`src/rtl/optimizer_weight_update_top_defines.svh`:
```
// Assertion macros for the optimizer weight update block.
// Used by optimizer_weight_update_top; needs clk and rst_n in scope.
`ifndef OPTIMIZER_WEIGHT_UPDATE_TOP_DEFINES_SVH
`define OPTIMIZER_WEIGHT_UPDATE_TOP_DEFINES_SVH
`ifndef SYNTHESIS
`define OWU_ASSERT_IMP(lbl, ante, cons) \
    lbl: assert property (@(posedge clk) disable iff (!rst_n) (ante) |-> (cons)) \
        else $error("owu: assertion failed");
`define OWU_ASSERT_NXT(lbl, ante, cons) \
    lbl: assert property (@(posedge clk) disable iff (!rst_n) (ante) |=> (cons)) \
        else $error("owu: assertion failed");
`else
`define OWU_ASSERT_IMP(lbl, ante, cons)
`define OWU_ASSERT_NXT(lbl, ante, cons)
`endif
`endif

```
`src/rtl/owu_sqrt_pipe.sv`:
```
// Pipelined integer square root, one root bit per stage (floor).
// No package dependency.
module owu_sqrt_pipe #(
    parameter int XW = 56,
    parameter int SW = 1
) (
    input  logic            clk,
    input  logic            rst_n,
    input  logic            adv,
    input  logic            in_valid,
    input  logic [XW-1:0]   x,
    input  logic [SW-1:0]   side_in,
    output logic            out_valid,
    output logic [XW/2-1:0] root,
    output logic [SW-1:0]   side_out
);
    localparam int RW = XW / 2;

    logic [RW+1:0] rem_reg  [RW];
    logic [RW-1:0] root_reg [RW];
    logic [XW-1:0] xs_reg   [RW];
    logic [SW-1:0] side_reg [RW];
    logic          vld_reg  [RW];

    genvar i;
    generate
        for (i = 0; i < RW; i++)
        begin : g_step
            logic [RW+1:0] rem_prev;
            logic [RW-1:0] root_prev;
            logic [XW-1:0] xs_prev;
            logic [SW-1:0] side_prev;
            logic          vld_prev;
            logic [RW+1:0] r4;
            logic [RW+1:0] trial;
            logic          fit;

            if (i == 0)
            begin : g_first
                assign rem_prev  = '0;
                assign root_prev = '0;
                assign xs_prev   = x;
                assign side_prev = side_in;
                assign vld_prev  = in_valid;
            end
            else
            begin : g_rest
                assign rem_prev  = rem_reg[i-1];
                assign root_prev = root_reg[i-1];
                assign xs_prev   = xs_reg[i-1];
                assign side_prev = side_reg[i-1];
                assign vld_prev  = vld_reg[i-1];
            end

            assign r4    = {rem_prev[RW-1:0], xs_prev[XW-1:XW-2]};
            assign trial = {1'b0, root_prev[RW-2:0], 2'b01};
            assign fit   = (r4 >= trial);

            always_ff @(posedge clk)
            begin
                if (adv)
                begin
                    rem_reg[i]  <= fit ? (r4 - trial) : r4;
                    root_reg[i] <= {root_prev[RW-2:0], fit};
                    xs_reg[i]   <= {xs_prev[XW-3:0], 2'b00};
                    side_reg[i] <= side_prev;
                end
            end

            always_ff @(posedge clk or negedge rst_n)
            begin
                if (!rst_n)
                    vld_reg[i] <= 1'b0;
                else if (adv)
                    vld_reg[i] <= vld_prev;
            end
        end
    endgenerate

    assign out_valid = vld_reg[RW-1];
    assign root      = root_reg[RW-1];
    assign side_out  = side_reg[RW-1];

endmodule
```
`config.mk`:
```
export PLATFORM = sky130hd
export DESIGN_NAME = owu_sqrt_pipe
export DESIGN_NICKNAME = d
export VERILOG_FILES = /design/src/rtl/optimizer_weight_update_top_defines.svh /design/src/rtl/owu_sqrt_pipe.sv
export SDC_FILE = /design/constraint.sdc
export NUM_CORES = 2
export LEC_CHECK = 0
export BUFFER_PORTS_ARGS = -buffer_cell sky130_fd_sc_hd__buf_2
export CAP_MARGIN = 20
export CORE_ASPECT_RATIO = 2
export CORE_MARGIN = 5
export CORE_UTILIZATION = 50
export DETAILED_ROUTE_END_ITERATION = 12
export GPL_ROUTABILITY_DRIVEN = 0
export GPL_TIMING_DRIVEN = 0
export PLACE_DENSITY = 0.65
export SYNTH_ARGS = -nofsm -noshare
export SYNTH_HDL_FRONTEND = slang
export SYNTH_SLANG_ARGS = --single-unit
```
`constraint.sdc`:
```
create_clock -name clk -period 3.68 [get_ports clk]
set_input_delay 0.552 -clock clk [delete_from_list [all_inputs] [get_ports clk]]
set_output_delay 0.552 -clock clk [all_outputs]
set_load 0.01 [all_outputs]
```
==> key figures <==
Run status
  • Status: finished, final reports clean

Global routing
  • First-pass GRT wire length: 267700 um
  • Total gr overflow: 0
  • Number of global-route vias before repair: 49960
  • Antenna violations before repair: 2
  • Pin count of the biggest net entering global routing: 190
  • GR Util All Layers: 17.63%

Detailed routing
  • Via count: 51940
  • Routed Antenna Nets: 0
  • Routed len/inst: 17.59 um
  • Via density: 5.452
  • Initial DRC Count: 4427
  • Drt first pass iters: 7
  • Routed WL: 167600 um
  • Number of remaining DRC errors: 0

Cells and area
  • Share of layout cells above drive strength 1: 9.438%
  • Largest register FFs: 756
  • Area growth from synthesis to layout: 12.23%
  • Most frequent cells in the layout: 1909 x edfxtp_1, 560 x inv_1, 436 x a21oi_1
  • Final #Nets: 7568
  • Fillers: 14370
  • Commonest non-fill, non-tap cell in the layout: edfxtp_1

Yosys
  • Simple-gate share of the synthesized area: 8.940%
  • Syn nets: 7206
  • Yosys reg bits: 1937
  • Synth area leaders: edfxtp_1 65%, ha_1 6.1%, xnor2_1 3.2%, xor2_1 2.7%, a21oi_1 2.5%
  • Yosys Warn Count: 0
  • Post-synthesis cell count: 6709
  • Synth Area in Compound Gates: 9.274%
  • Post-Synth XOR/XNOR Area: 5.846%
  • Largest family of logic cells by synthesized area: compound AO/OA/AOI/OAI gates
  • Cell variety after synth: 86
  • Synth top area share: 64.53%
  • Asr flop ratio synth: 1.446%
  • Synth area leader: edfxtp_1
  • Synth Area in Adders: 6.140%
  • Cell area after synthesis: 88840 um2
  • Seq/Total Area, Yosys: 65.31%
  • Mux share of post-synthesis cell area: 1.572%
  • Syn_area_per_cell: 13.24 um2
  • Post-synth EDFFs: 1909
  • Main synth FF type: edfxtp_1

Job
  • Maxcap violations: 0

Clocking
  • CTS Sinks: 1937
  • Clock tree buffer depth: 4
  • Clock slew seen by the registers of the worst setup and hold paths: 70 ps
  • Worst-skew pair later-pin latency: 830 ps
  • Root Driver: clkbuf_16
  • H-tree depth: 4
  • Inserted Clock Buffers: 180
  • CTS tree: built

Setup path
  • Slack of the worst reg-to-reg path: 50 ps
  • WP data required: 4200 ps
  • Crit Path Class: reg -> reg
  • Critical Path End Type: flop
  • Arrival @ worst endpoint: 4150 ps
  • CP startpoint kind: flop
  • CP Max Fanout: 10

Placed design
  • Pre-CTS setup slack: -2292 ps
  • Port bufs: 90
  • Detailed placer's ending HPWL: 115200 um

Power and ir drop
  • Net Sw Frac: 27.55%
  • Power Dens Cells: 604.8 nW/um2
  • Combinational Power Share: 20.7%
  • Sequential share of power: 49.1%
  • Clock power share: 30.2%
  • Switching power: 0.01661 W
  • VDD IR max: 0.4308 mV
  • Total power: 0.06030 W
  • Cell-internal power: 0.04369 W
  • Leak pwr: 38.28 nW

Min path
  • Hold/Removal Path Class: in -> reg

STA
  • Tmin final: 3633 ps
  • Final Slew Violations: 0
  • Final worst slack: 46.51 ps
  • Final worst-path cycle share: 98.74%
  • Slew HR: 23.49%
  • Final setup viols: 0
  • Fmax: 0.2752 GHz
  • Final Hold Viols: 0
  • Clock Skews: 54.47 ps
  • Slew at the pin closest to its max-slew limit: 1137 ps

Floorplan
  • Top Ports: 91
  • Core area: 177300 um2
  • Die span in x: 308.1 um
  • Die H: 606.1 um
  • Die ar.: 186700 um2
  • Number of cell rows: 219
  • Starting Density: 50.11%
==> through the flow <==
stage / area [um2] / utilization (%) / cells / TNS [ps] / hold WS (ps)
floorplan: 88840 / - / 6709 / 0 / 256.4
global placement: 92190 / 52.00 / 9119 / - / 400.4
detailed placement: 92540 / 52.20 / 9131 / -1374810 / 404.5
CTS: 99250 / 55.98 / 9516 / 0 / 2.499
global route: 99710 / 56.24 / 9526 / -172.5 / 49.55
finish: 99710 / 56.24 / 9526 / 0 / 79.20
==> metal layers <==
layer / up-vias / routed length [um] / track usage (%)
met5: - / 0 / 0
met4: 0 / 3616 / 4.235
met3: 259 / 10350 / 2.811
met1: 24890 / 79350 / 26.86
met2: 1263 / 74240 / 26.88
li1: 25530 / - / -
==> worst max-delay path: stages, from the launching register on <==
cell and delay (ps):
edfxtp_1 460, or2_2 400, or4_1 420, nor4_1 870
o41ai_4 290, inv_1 120, o211ai_1 130, buf_4 190
clkbuf_2 230, nor2_1 170, a21oi_1 80
==> synth_stat cells (10+ instances only) <==
cell type	count
a31oi_1	34
ha_1	436
nor2_1	414
o21ai_1	11
a21boi_0	26
a211oi_1	23
nand2b_1	82
edfxtp_1	1909
a2111oi_0	14
inv_1	560
nand2_1	396
clkbuf_1	101
nor3_1	178
or3_1	61
o211ai_1	16
a21o_1	170
o21ai_0	285
mux2_2	116
or4_1	33
nand3_1	101
nor4_1	82
and2_1	11
o2111ai_1	15
dfrtp_1	28
o22ai_1	10
a211o_1	10
o31ai_1	33
xnor2_1	324
o21a_1	84
and3_1	31
nand4_1	70
buf_2	10
a311oi_1	10
xor2_1	269
a21oi_1	446
nand3b_1	16
or2_2	28
o21bai_1	45
o41ai_1	16
nor2b_1	62
==> kinds of logic after synthesis <==
family | count (synthesis)
flip-flops | 1937
AND/OR/NAND/NOR | 1614
AO/OA/AOI/OAI | 1320
buffers and inverters | 683
XOR/XNOR | 593
adder cells (fa/ha/maj) | 436
multiplexers | 125
other | 1
==> cell type report <==
class	instances	area, um2	share of cell area, %
Clock inverter	95	888.4	0.8910
Clock buffer	221	4765	4.779
Tap cell	2320	2903	2.911
Inverter	562	2113	2.119
Sequential cell	1937	58030	58.20
Buffer	113	568.0	0.5697
Antenna cell	1	2.502	0.002510
Timing Repair Buffer	188	1755	1.761
Multi-Input combinational cell	4089	28690	28.77
==> path summary, 6_finish.rpt <==
kind | start | endpoint | cells after the start
max | rem_reg[9][51] | rem_reg[10][14] | 10
min | x[55] | rem_reg[0][1] | 2
max reg2reg | rem_reg[9][51] | rem_reg[10][14] | 10
min reg2reg | xs_reg[22][51] | xs_reg[23][53] | 0
max in group asynchronous | rst_n | g_step[11].vld_prev | 2
min in group asynchronous | rst_n | out_valid | 2
==> power by group through the flow <==
stage	Combinational [W]	Sequential [W]	Clock, W
after floorplan	0.00909	0.0294	0
after global placement	0.0117	0.0313	0
after detailed placement	0.0119	0.0301	0
after CTS	0.0122	0.0296	0.0189
after global routing	0.0139	0.0299	0.0197
final	0.0125	0.0296	0.0182
==> what timing repair did <==
item,CTS,global route
pin swaps,3,12
setup endpoints to repair,848,600
endpoints found under the hold margin,86,0
buffers inserted,6,14
hold buffers,59,0
cloned,6,1
gates resized for setup,75,139
No activity file was read; power rests on OpenSTA's default activity.
